==> src/rtl/core/htirf_pkg.sv <==
`timescale 1ns / 1ps
`default_nettype none
package htirf_pkg;
  localparam int NUM_BUCKETS = 128;
  localparam int WAYS = 4;
  localparam int BKT_W = $clog2(NUM_BUCKETS) > 0 ? $clog2(NUM_BUCKETS) : 1;
  localparam int WAY_W = $clog2(WAYS) > 0 ? $clog2(WAYS) : 1;
  // row: WAYS x {key, value}, then one valid bit per way on top
  localparam int VLD_LSB = WAYS * 64;
  localparam int ROW_W = WAYS * 64 + WAYS;
  localparam logic [BKT_W-1:0] BKT_LAST = BKT_W'(NUM_BUCKETS - 1);

  localparam logic [1:0] OP_INSERT = 2'd0;
  localparam logic [1:0] OP_REMOVE = 2'd1;
  localparam logic [1:0] OP_FIND   = 2'd2;

  localparam logic [2:0] ST_INSERTED  = 3'd0;
  localparam logic [2:0] ST_UPDATED   = 3'd1;
  localparam logic [2:0] ST_REMOVED   = 3'd2;
  localparam logic [2:0] ST_FOUND     = 3'd3;
  localparam logic [2:0] ST_NOT_FOUND = 3'd4;
  localparam logic [2:0] ST_FULL      = 3'd5;

  typedef struct packed {
    logic [1:0]  req_type;
    logic [31:0] key;
    logic [31:0] value;
  } req_t;

  typedef struct packed {
    logic [2:0]  status;
    logic [31:0] found_value;
  } rsp_t;

  typedef struct packed {
    logic clear;  // write an empty row at the clear pointer
    logic load;   // capture request, start bucket read
    logic exec;   // compare ways, write back, form result
    logic pop;    // result taken by receiver
  } cmd_t;

  typedef struct packed {
    logic clear_last;
    logic rsp_valid;
  } sts_t;

  // bucket index: modulo by a power of two is a mask
  function automatic logic [BKT_W-1:0] bucket_of(input logic [31:0] k);
    logic [31:0] r;
    r = k % 32'(NUM_BUCKETS);
    return r[BKT_W-1:0];
  endfunction
endpackage
`default_nettype wire

==> src/rtl/core/htirf_ctrl.sv <==
`timescale 1ns / 1ps
`default_nettype none
module htirf_ctrl (
  input  wire logic            clk,
  input  wire logic            rst,
  input  wire logic            in_valid,
  output logic                 in_ready,
  input  wire logic            out_ready,
  output logic                 out_valid,
  input  wire htirf_pkg::sts_t sts,
  output htirf_pkg::cmd_t      cmd
);
  typedef enum logic [1:0] {S_CLEAR, S_IDLE, S_EXEC} state_t;
  state_t state;
  logic pop;

  assign out_valid = sts.rsp_valid;
  assign pop = out_valid && out_ready;
  // accept while result register is free or being emptied this cycle
  assign in_ready = (state == S_IDLE) && (!out_valid || out_ready);
  assign cmd.clear = (state == S_CLEAR);
  assign cmd.load = in_valid && in_ready;
  assign cmd.exec = (state == S_EXEC);
  assign cmd.pop  = pop;

  always_ff @(posedge clk) begin
    if (rst) begin
      state <= S_CLEAR;
    end else begin
      case (state)
        S_CLEAR: if (sts.clear_last) state <= S_IDLE;
        S_IDLE: if (cmd.load) state <= S_EXEC;
        S_EXEC: state <= S_IDLE;
        default: state <= S_IDLE;
      endcase
    end
  end
endmodule
`default_nettype wire

==> config.mk <==
export PLATFORM = sky130hd
export DESIGN_NAME = htirf_ctrl
export DESIGN_NICKNAME = d
export VERILOG_FILES = /design/src/rtl/core/htirf_pkg.sv /design/src/rtl/core/htirf_ctrl.sv
export SDC_FILE = /design/constraint.sdc
export NUM_CORES = 1
export LEC_CHECK = 0
export ABC_AREA = 1
export BUFFER_PORTS_ARGS = -buffer_cell sky130_fd_sc_hd__buf_2
export CORE_AREA = 2 2 39 41
export CTS_CLUSTER_DIAMETER = 30
export DETAILED_ROUTE_END_ITERATION = 10
export DIE_AREA = 0 0 41 43
export PLACE_DENSITY = 0.33
export SYNTH_ARGS = -nofsm -noshare
export SYNTH_HDL_FRONTEND = slang
export SYNTH_SLANG_ARGS = --single-unit
==> constraint.sdc <==
create_clock -name clk -period 1.1 [get_ports clk]
set_clock_uncertainty 0.15 [all_clocks]
set_input_delay 0.165 -clock clk [delete_from_list [all_inputs] [get_ports clk]]
set_output_delay 0.165 -clock clk [all_outputs]
set_load 0.005 [all_outputs]
==> qor.yml <==
status: "complete, but fails checks"
violations: "negative setup slack"
path_max_fanout: 3
portBuffers: 11
syn-mean-instance-area_um2: 6.42
diodes: 0
drtPass1Iterations: 2
via_per_inst: 3.02
r2r_setup_slack_ps: 100
hpwl_um: 256
cts_tree: "done"
worstPathArrival_ps: 940
start_kind: "flop"
p_per_area_nw_per_um2: 1180
p_comb_frac: 0.220
r2r_end: "state[0]$_SDFFE_PP0P_"
worstMarginPinSlew_ps: 125
die_h_um: 43
ios: 12
yosys_warnings: 0
min_path_cells: 3
finalWorstSetupSlack_ps: -160
initial_core_util: 0.107
slowest_stage: "dfxtp_2"
clock_latency_ps: 220
fmax_mhz: 794
place.gp.congestion: 0.554
numCtsBuffers: 3
core-area_um2: 1380
synthXorXnorAreaFrac: 0
drtAntennaViolNets: 0
drive_gt1_frac: 0.684
syn_to_final_growth_pct: 78.0
syn_nets: 29
die_area_um2: 1760
hold_viol: 0
synth_mux_area_frac: 0
p_sw_frac: 0.243
setup_tns_ps: -410
holdCritStartpoint: "in_valid"
r2r-start: "state[0]$_SDFFE_PP0P_"
ir_drop_uv: 364
synth_top_family_by_area: "simple AND/OR/NAND/NOR gates"
die_w_um: 41
fin_crit_ps: 1260
required_ps: 780
synth_area_leaders: "dfxtp_1 27%, inv_1 20%, buf_4 10%"
largest_reg_flops: 2
synthSimpleGateAreaFrac: 0.424
seq_power_share: 0.265
synth-seq-cells: 2
num_vias: 163
reg2regPathDepth: 6
rsz0062_at_grt: "yes"
critPathBufInv: 2
slew_headroom: 0.917
grt_usage: 0.0521
grt_pass1_wl_um: 524
critPathKind: "reg -> out"
setup-violations-final: 4
top_regs: "state (2)"
synth_cell_types: 9
hold_end: "state[1]$_SDFFE_PP0P_"
grt_max_degree: 4
syn-cell-area_um2: 148
path_clk_slew_ps: 30
fin_nets: 46
maxCapViolCount: 0
synth_compound_area_frac: 0
yosysTopAreaCell: "dfxtp_1"
wl_per_cell_um: 5.57
cpLargestDelayFamily: "flip-flops"
grt_pass1_vias: 154
cts_root_buffer: "clkbuf_4"
hold-worst-slack_ps: 92.2
cpPeakStageDelay_ps: 320
finalCritPeriodShare: 1.15
grt_antenna_before_repair: 0
switching_power_w: 0.0000752
cts_buffer_depth: 2
crit_chain: "inv_2, nor2_2, nand2_2, nor2_4, buf_2"
endpoint_kind: "output port"
grt-ovfl-total: 0
postSynthCellCount: 23
p_clk_frac: 0.516
n_fill_cell: 160
top_register: "state"
htree_levels: 1
finalWirelength_um: 301
holdCritPathClass: "in -> reg"
yosysTopAreaCellShare: 0.271
yosysSeqAreaShare: 0.271
clock-sinks: 2
synth_adder_area_share: 0
rows: 14
cellLeakagePower_nw: 0.159
worst-path-stages: 5
drc: 0
p_int_w: 0.000234
slew_viol_final: 0
drtIter0Drc: 12
## cell usage in the layout (no fill, tap or decap), drive strengths merged
cell | netlist | final
dfxtp | 2 | 2
nor2 | 5 | 5
inv | 8 | 8
nand2 | 5 | 5
nor3 | 1 | 1
dlygate4sd3 | 0 | 1
clkbuf | 0 | 3
buf | 2 | 13
## worst min-delay path: cells and delay by family
kind / cells / cell delay, ps
buffers and inverters: 2 / 200
and+or+nand+nor: 1 / 60
## cells in the mapped netlist
cell type and n:
buf_4 2, dfxtp_1 2, inv_1 8, nand2_1 4, nand2_2 1, nor2_1 2
nor2_2 2, nor2_4 1, nor3_2 1
## power by group through the flow
stage	Sequential [W]	Combinational [W]	Clock (W)
finish	0.0000817	0.0000678	0.000159
global route	0.0000826	0.0000767	0.000187
CTS	0.0000814	0.0000673	0.000170
detailed placement	0.0000811	0.0000639	0
global placement	0.0000811	0.0000634	0
floorplan	0.0000813	0.0000351	0
## kinds of logic (layout without fill, tap and decap cells)
| logic type | after synthesis | after routing |
|---|---|---|
| and+or+nand+nor | 11 | 11 |
| buffers and inverters | 10 | 25 |
| DFF | 2 | 2 |
## through the flow
| stage | utilization | instances | area, µm² | total power (W) | setup WS, ps |
|---|---|---|---|---|---|
| after floorplan | - | 23 | 148 | 0.000116 | 158 |
| after global placement | 0.161 | 50 | 223 | 0.000144 | 56.5 |
| after detailed placement | 0.161 | 50 | 223 | 0.000145 | 43.1 |
| after CTS | 0.185 | 54 | 256 | 0.000319 | -185 |
| after global routing | 0.190 | 54 | 263 | 0.000346 | -253 |
| final | 0.190 | 54 | 263 | 0.000309 | -160 |
## worst max path at each step
stage	from	endpoint
final	state[0]$_SDFFE_PP0P_	cmd[2]
after global routing	state[0]$_SDFFE_PP0P_	cmd[2]
after CTS	state[0]$_SDFFE_PP0P_	cmd[2]
after detailed placement	state[0]$_SDFFE_PP0P_	cmd[2]
after global placement	state[0]$_SDFFE_PP0P_	cmd[2]
after floorplan	state[0]$_SDFFE_PP0P_	cmd[2]
## layer usage
metal,routed length (µm),GRT usage,part of all wire,up-vias
li1,-,-,-,92
met5,0,0,0,-
met1,120,0.0543,0.40,64
met3,39,0.0314,0.13,0
met4,0,0.0800,0,0
met2,140,0.0531,0.47,7
## area by class of cell
cell class,count,area (µm²),area share
clock buffer,3,22.5,0.0857
inverter,8,30.0,0.114
multi-input combinational,11,67.6,0.257
sequential,2,42.5,0.162
tap,16,20.0,0.0762
timing repair buffer,14,80.1,0.305
## what timing repair did
item,in CTS,in global routing
hold buffers,1,0
setup buffers,0,0
pin swaps,1,0
hold endpoints to repair,1,0
gates resized for setup,2,3
endpoints found under the setup margin,4,4
Note: power is estimated with default switching activity, not from simulation.
